$ cat src/rtl/apse_pkg.sv
// ----------------------------------------------------------------------------
// apse_pkg
// Widths, constants and the sRGB threshold table of the pixel encoder.
// ----------------------------------------------------------------------------
package apse_pkg;

  localparam int INPUT_FRACTION_BITS = 16;

  localparam int SUM_W     = 32;
  localparam int CFG_W     = 16;
  localparam int CODE_W    = 8;
  localparam int NUM_CODES = (1 << CODE_W) - 1;

  // reciprocal of the sample count, Q1.24
  localparam int RECIP_FRAC = 24;
  localparam int RECIP_W    = RECIP_FRAC + 1;
  localparam logic [RECIP_W-1:0] RECIP_ONE = RECIP_W'(1) << RECIP_FRAC;
  localparam int DIV_STEPS  = RECIP_W;
  localparam int CNT_W      = $clog2(DIV_STEPS);

  localparam int PROD_W   = SUM_W + RECIP_W + 1;
  localparam int LIN_W    = 16;
  localparam int LIN_LSB  = INPUT_FRACTION_BITS + CODE_W;
  localparam int THRESH_W = LIN_W + 1;
  localparam int BIG_W    = 240;

  typedef struct packed {
    logic               busy;
    logic [RECIP_W-1:0] recip;
  } div_status_t;

  // exact test: srgb(lin / 65536) >= k / 256
  function automatic logic srgb_reaches(logic [THRESH_W-1:0] lin, logic [CODE_W-1:0] k);
    logic [63:0]      l;
    logic [BIG_W-1:0] lhs;
    logic [BIG_W-1:0] rhs;
    l   = 64'(lin);
    lhs = BIG_W'(1);
    rhs = BIG_W'(1);
    if (l * 64'd10000000 <= 64'd2051801088) begin
      return (l * 64'd1292 >= 64'(k) * 64'd25600);
    end
    for (int i = 0; i < 5; i++) begin
      lhs = lhs * BIG_W'(lin);
      rhs = rhs * BIG_W'(65536);
    end
    for (int i = 0; i < 12; i++) begin
      lhs = lhs * BIG_W'(6752);
      rhs = rhs * (BIG_W'(k) * BIG_W'(25) + BIG_W'(352));
    end
    return (lhs >= rhs);
  endfunction

  function automatic logic [NUM_CODES:0][THRESH_W-1:0] build_thresh();
    logic [NUM_CODES:0][THRESH_W-1:0] t;
    logic [THRESH_W:0]                lo;
    logic [THRESH_W:0]                hi;
    logic [THRESH_W:0]                mid;
    t = '0;
    for (int k = 1; k <= NUM_CODES; k++) begin
      lo = '0;
      hi = (THRESH_W+1)'(1) << LIN_W;
      for (int s = 0; s <= LIN_W; s++) begin
        if (lo < hi) begin
          mid = (lo + hi) >> 1;
          if (srgb_reaches(mid[THRESH_W-1:0], CODE_W'(k))) begin
            hi = mid;
          end else begin
            lo = mid + (THRESH_W+1)'(1);
          end
        end
      end
      t[k] = lo[THRESH_W-1:0];
    end
    return t;
  endfunction

  localparam logic [NUM_CODES:0][THRESH_W-1:0] THRESH = build_thresh();

endpackage

$ cat src/rtl/apse_recip_div.sv
// ----------------------------------------------------------------------------
// apse_recip_div
// Radix-2 restoring divider: floor(2^24 / count) on a configuration write.
// ----------------------------------------------------------------------------
module apse_recip_div (
  input  logic                        clk_i,
  input  logic                        rst_ni,
  input  logic                        cfg_valid_i,
  input  logic [apse_pkg::CFG_W-1:0]  cfg_data_i,
  output apse_pkg::div_status_t       status_o
);
  import apse_pkg::*;

  logic               run_q, run_d;
  logic [CNT_W-1:0]   cnt_q, cnt_d;
  logic [RECIP_W-1:0] recip_q, recip_d;
  logic [CFG_W-1:0]   div_q, div_d;
  logic [CFG_W-1:0]   rem_q, rem_d;
  logic [RECIP_W-1:0] quo_q, quo_d;
  logic               load;
  logic [CFG_W:0]     trial;
  logic               qbit;

  assign load  = cfg_valid_i && !run_q;
  assign trial = {rem_q, (cnt_q == CNT_W'(DIV_STEPS - 1))};
  assign qbit  = (trial >= {1'b0, div_q});

  always_comb begin
    run_d   = run_q;
    cnt_d   = cnt_q;
    recip_d = recip_q;
    div_d   = div_q;
    rem_d   = rem_q;
    quo_d   = quo_q;
    if (load) begin
      run_d = 1'b1;
      cnt_d = CNT_W'(DIV_STEPS - 1);
      div_d = (cfg_data_i == '0) ? CFG_W'(1) : cfg_data_i;
      rem_d = '0;
      quo_d = '0;
    end else if (run_q) begin
      rem_d = qbit ? CFG_W'(trial - {1'b0, div_q}) : trial[CFG_W-1:0];
      quo_d = {quo_q[RECIP_W-2:0], qbit};
      cnt_d = cnt_q - CNT_W'(1);
      if (cnt_q == '0) begin
        run_d   = 1'b0;
        recip_d = quo_d;
      end
    end
  end

  always_ff @(posedge clk_i or negedge rst_ni) begin
    if (!rst_ni) begin
      run_q   <= 1'b0;
      cnt_q   <= '0;
      recip_q <= RECIP_ONE;
    end else begin
      run_q   <= run_d;
      cnt_q   <= cnt_d;
      recip_q <= recip_d;
    end
  end

  always_ff @(posedge clk_i) begin
    div_q <= div_d;
    rem_q <= rem_d;
    quo_q <= quo_d;
  end

  assign status_o.busy  = run_q;
  assign status_o.recip = recip_q;

endmodule

$ cat config.mk
export PLATFORM = sky130hd
export DESIGN_NAME = apse_recip_div
export DESIGN_NICKNAME = d
export VERILOG_FILES = /design/src/rtl/apse_pkg.sv /design/src/rtl/apse_recip_div.sv
export SDC_FILE = /design/constraint.sdc
export NUM_CORES = 1
export LEC_CHECK = 0
export BUFFER_PORTS_ARGS = -buffer_cell sky130_fd_sc_hd__buf_2
export CAP_MARGIN = 20
export CORE_AREA = 3 3 95 97
export DETAILED_ROUTE_END_ITERATION = 10
export DIE_AREA = 0 0 98 100
export PLACE_DENSITY_LB_ADDON = 0.25
export SLEW_MARGIN = 5
export SYNTH_ARGS = -nofsm -noshare
export SYNTH_HDL_FRONTEND = slang
export SYNTH_SLANG_ARGS = --single-unit
$ cat constraint.sdc
create_clock -name clk_i -period 5.8 [get_ports clk_i]
set_input_delay 1.16 -clock clk_i [delete_from_list [all_inputs] [get_ports clk_i]]
set_output_delay 1.16 -clock clk_i [all_outputs]
set_load 0.1 [all_outputs]
Word level (Yosys, flattened, before mapping)
Index checks and enable logic that the tools add are counted.

operators by class
  $add $sub $neg = 2
  magnitude comparators = 1
  equal/unequal tests = 1
  mux-type cells = 6
  bitwise operators = 1
  reduce and logical (&&, ||, !) cells = 6

operator list
  kind                                                                number
  17-bit by 16-bit >= comparator with 1-bit output                    1
  16-bit zero test                                                    1
  16-bit 2-to-1 mux                                                   1
  16-bit subtractor                                                   1
  5-bit 2-to-1 mux                                                    2
  5-bit == test, second input constant                                1
  5-bit zero test                                                     1
  5-bit by 1-bit subtractor with 5-bit output, second input constant  1
  1-bit 2-to-1 mux                                                    3
  3-bit AND reduction                                                 1
  2-bit nonzero test                                                  1
  1-bit logical AND                                                   1
  1-bit zero test                                                     1
  1-bit NOT                                                           1

word-level totals
  flip-flop bits (word level) = 87
  input port bits = 19

Longest topological paths before layout
  depth in word-level cells = 4
  depth in mapped cells = 12
  mapped depth without buffers = 12

Worst setup path before layout
No wires, ideal clock.

  path kind = input-to-reg
  from = in cfg_valid_i
  to = reg div_q[0] (enable)
  arrival time = 2.333 ns
  path slack = 3.078 ns
  cell stages on the path = 4
  cells stage by stage = clkbuf_1 inv_1 clkbuf_1 nor2_1

on the way
  cells in the longest elaborated chain, start to end = 1

RTL lines
  what                    line                  RTL
  start: declaration      apse_recip_div.sv:8   input logic cfg_valid_i,
  1-bit logical AND       apse_recip_div.sv:24  assign load = cfg_valid_i && !run_q;
  net load                apse_recip_div.sv:20  logic load;
  end signal: assignment  apse_recip_div.sv:65  div_q <= div_d;
  end: declaration        apse_recip_div.sv:17  logic [CFG_W-1:0] div_q, div_d;

The timed path passes the listed nets, and every way through them passes these cells.
A chain may end at the register's enable or synchronous reset.

Final worst setup path
  from = reg cnt_q[0]
  to = reg rem_q[14]

on the way
  cells in the longest elaborated chain, start to end = 3
  elaborated cells on any way between the ends = 4

RTL lines
  what                                                                                   line                                        RTL
  start: declaration                                                                     apse_recip_div.sv:15                        logic [CNT_W-1:0] cnt_q, cnt_d;
  start signal: assignment                                                               apse_recip_div.sv:59                        cnt_q <= cnt_d;
  5-bit == test (*)                                                                      apse_recip_div.sv:25                        assign trial = {rem_q, (cnt_q == CNT_W'(DIV_STEPS - 1))};
  16-bit subtractor or 17-bit by 16-bit >= comparator with 1-bit output (tied branches)  apse_recip_div.sv:42, apse_recip_div.sv:26
  16-bit 2-to-1 mux (*)                                                                  apse_recip_div.sv:42                        rem_d = qbit ? CFG_W'(trial - {1'b0, div_q}) : trial[CFG_W-1:0];
  end signal: assignment                                                                 apse_recip_div.sv:66                        rem_q <= rem_d;
  end: declaration                                                                       apse_recip_div.sv:18                        logic [CFG_W-1:0] rem_q, rem_d;

Mark *: on every way between the ends. The rest lies on a longest branch, timed or not.

==> results.yml <==
run_status:
  outcome: "finished clean"
drt:
  vias: 3171
  drt-wirelength-per-cell_microns: 15.7
  ant_nets: 0
  via_per_inst: 5.59
  drt-initial-drc-count: 194
  drtPass1Iterations: 5
  totalWireLength_mm: 8.88
  drcViolationCount: 0
clock_tree:
  h-tree-depth: 3
  post_cts_buffers: 0
  cts.sinks: 87
  clk_root_buffer_cell: "clkbuf_8"
  clock_path_buffers: 2
  clk_pin_slew_worst_paths_ns: 0.10
  cts_resized: 0
  tritoncts: "yes"
  hold_buffers: 0
  clock_latency_ns: 0.36
  cts_buffers: 9
floorplan:
  die_h_microns: 100
  die-area_sq_mm: 0.00980
  die_w_microns: 98
  coreArea_sq_mm: 0.00822
  initial_utilization_pct: 52.2
  ios: 45
  placementRows: 33
synthesis:
  synth.cell_area_sq_mm: 0.00429
  synth-seq-cells: 87
  synth-edff-count: 16
  synth_cells: 436
  syn-num-nets: 474
  yosys.area.top_type: "dfxtp_1"
  yosys-top-cells-count: "70 x nand2_1, 40 x dfxtp_1, 34 x o21ai_0, 30 x dfrtp_1, 28 x clkbuf_1"
  async_flop_share_pct: 35.6
  synth.top_cell.area_share_pct: 18.7
  synth_most_common_cell: "nand2_1"
  yosysUniqueCellTypes: 63
  synth.avg_cell_area_sq_um: 9.83
  synth_top_flop_cell: "dfxtp_1"
  ys_seq_area_share_pct: 48.0
  synth_area_leaders: "dfxtp_1 19%, dfrtp_1 18%, edfxtp_1 11%"
  yosysWarnings: 0
finish:
  post-route-util_pct: 57.5
  fin_nets: 495
  area_growth_pct: 10.2
  n_fill_cell: 726
  antenna_cells: 0
  drive_above_1_share_pct: 23.2
sta:
  fin_skew_ns: 0.0120
  fmax_mhz: 334
  worst_slew_pin_slew_ns: 0.711
  hold_slack_ns: 0.472
  relSlewSlack_pct: 52.6
  tns_ns: 0
  rsz0062_at_grt: "false"
  setup_ws_ns: 2.81
  period_share_pct: 51.6
  post-route-min-period_ns: 2.99
  slew_viol_final: 0
  hold_viol: 0
  setup_viol_count_final: 0
placed_design:
  dpl.hpwl_mm: 6.20
  io_buffers: 44
  place_ws_ns: 2.87
  gp_congestion: 0.927
grt:
  grt_usage_pct: 19.2
  overflow: 0
  grt_pass1_wl_mm: 15.3
  antenna_found_initial: 0
  grt_max_degree: 56
  grt_pass1_vias: 3091
worst_setup_path:
  path_class: "flop to flop"
  worstPathMaxFanout: 4
  crit_slowest_cell: "dfrtp_1"
  cp_cell_sequence: "inv_1, ha_1, nor2b_1, nand3_1, ha_1, fa_1, nand2b_1, a21oi_1, a21boi_0, o21ai_0, xnor2_1, o221ai_1"
  crit_required_ns: 6.04
  critPathCaptureType: "flop"
  worst_setup_path_start_kind: "flop"
  crit_top_cell: "ha_1"
  slowest_delay_ns: 0.41
  worstPathArrival_ns: 3.23
min_path:
  min_path_type: "flop to flop"
run:
  cap_violations: 0
[critical path: cells and delay by family (launching register included)]
family / cells / cell delay (ns)
AOI/OAI and AO/OA: 4 / 0.87
DFF: 1 / 0.41
xor gates and xnor gates: 1 / 0.14
adders and majority gates: 3 / 0.79
and+or+nand+nor: 3 / 0.55
buffers and inverters: 1 / 0.10
[area by class of cell]
class                      count  area (sq um)  area share, %
multi-input combinational    290          1970           41.8
sequential                    87          2060           43.6
inverter                      21          78.8           1.67
clock inverter                 7           109           2.30
clock buffer                   9           124           2.62
timing repair buffer          48           250           5.30
tap                          105           131           2.78
[layer usage]
metal	up-vias	part of all wire (%)	global-route usage, %
li1	1579	-	-
met1	1524	47	27.3
met2	60	48	29.4
met3	8	3.3	2.78
met4	0	1.5	7.99
met5	-	0	0
[cell usage in the layout, fill, tap and decap left out, types with 2 or more instances in the layout]
master	instances
and2_1	2
nor4_1	3
o221ai_1	4
edfxtp_1	16
o31ai_1	2
clkbuf_8	9
xor2_1	5
inv_8	2
a31oi_1	3
nand4_1	2
a211o_2	2
a31o_2	3
buf_4	4
o32ai_1	5
o211ai_1	2
dfrtp_1	30
and3_1	7
ha_1	18
buf_2	44
xnor2_1	12
mux2_2	24
nand2_1	70
nand2b_1	4
nand3_1	10
a21o_1	4
o21ai_0	34
a41oi_1	2
nor2_1	11
a311o_1	2
o21ai_1	4
a211oi_1	4
dfxtp_1	40
inv_6	3
nor3_1	9
a21oi_1	16
bufinv_16	2
inv_1	20
nor2b_1	2
[worst paths after layout]
check | from | slack, ns | depth (start not counted) | end
max | cnt_q[0] | 2.81 | 12 | rem_q[14]
min | quo_q[2] | 0.47 | 2 | quo_q[3]
max reg2reg | cnt_q[0] | 2.81 | 12 | rem_q[14]
min reg2reg | quo_q[2] | 0.47 | 2 | quo_q[3]
max in group asynchronous | rst_ni | 4.49 | 1 | cnt_q[1]
min in group asynchronous | rst_ni | 0.84 | 1 | recip_q[15]
[registers in the layout (all words and copies together), names as in the netlist]
signal   flops
recip_q     25
run_q        1
div_q       16
cnt_q        5
rem_q       16
quo_q       24
[metrics by stage]
step	instances	cell area, sq um
global placement	551	4490
detailed placement	551	4490
global route	567	4730
floorplan	436	4290
CTS	567	4730
finish	567	4730
[logic make-up after synthesis]
group	share of synthesized area [%]
XOR/XNOR	3.47
flip-flops	48.0
buffers and inverters	5.95
multiplexers	6.30
AND/OR/NAND/NOR	13.3
adder cells (fa/ha/maj)	5.72
AO/OA/AOI/OAI	17.3
Power is not shown: default switching activity piles up to over one toggle a cycle in this logic, so the estimate is an artifact.
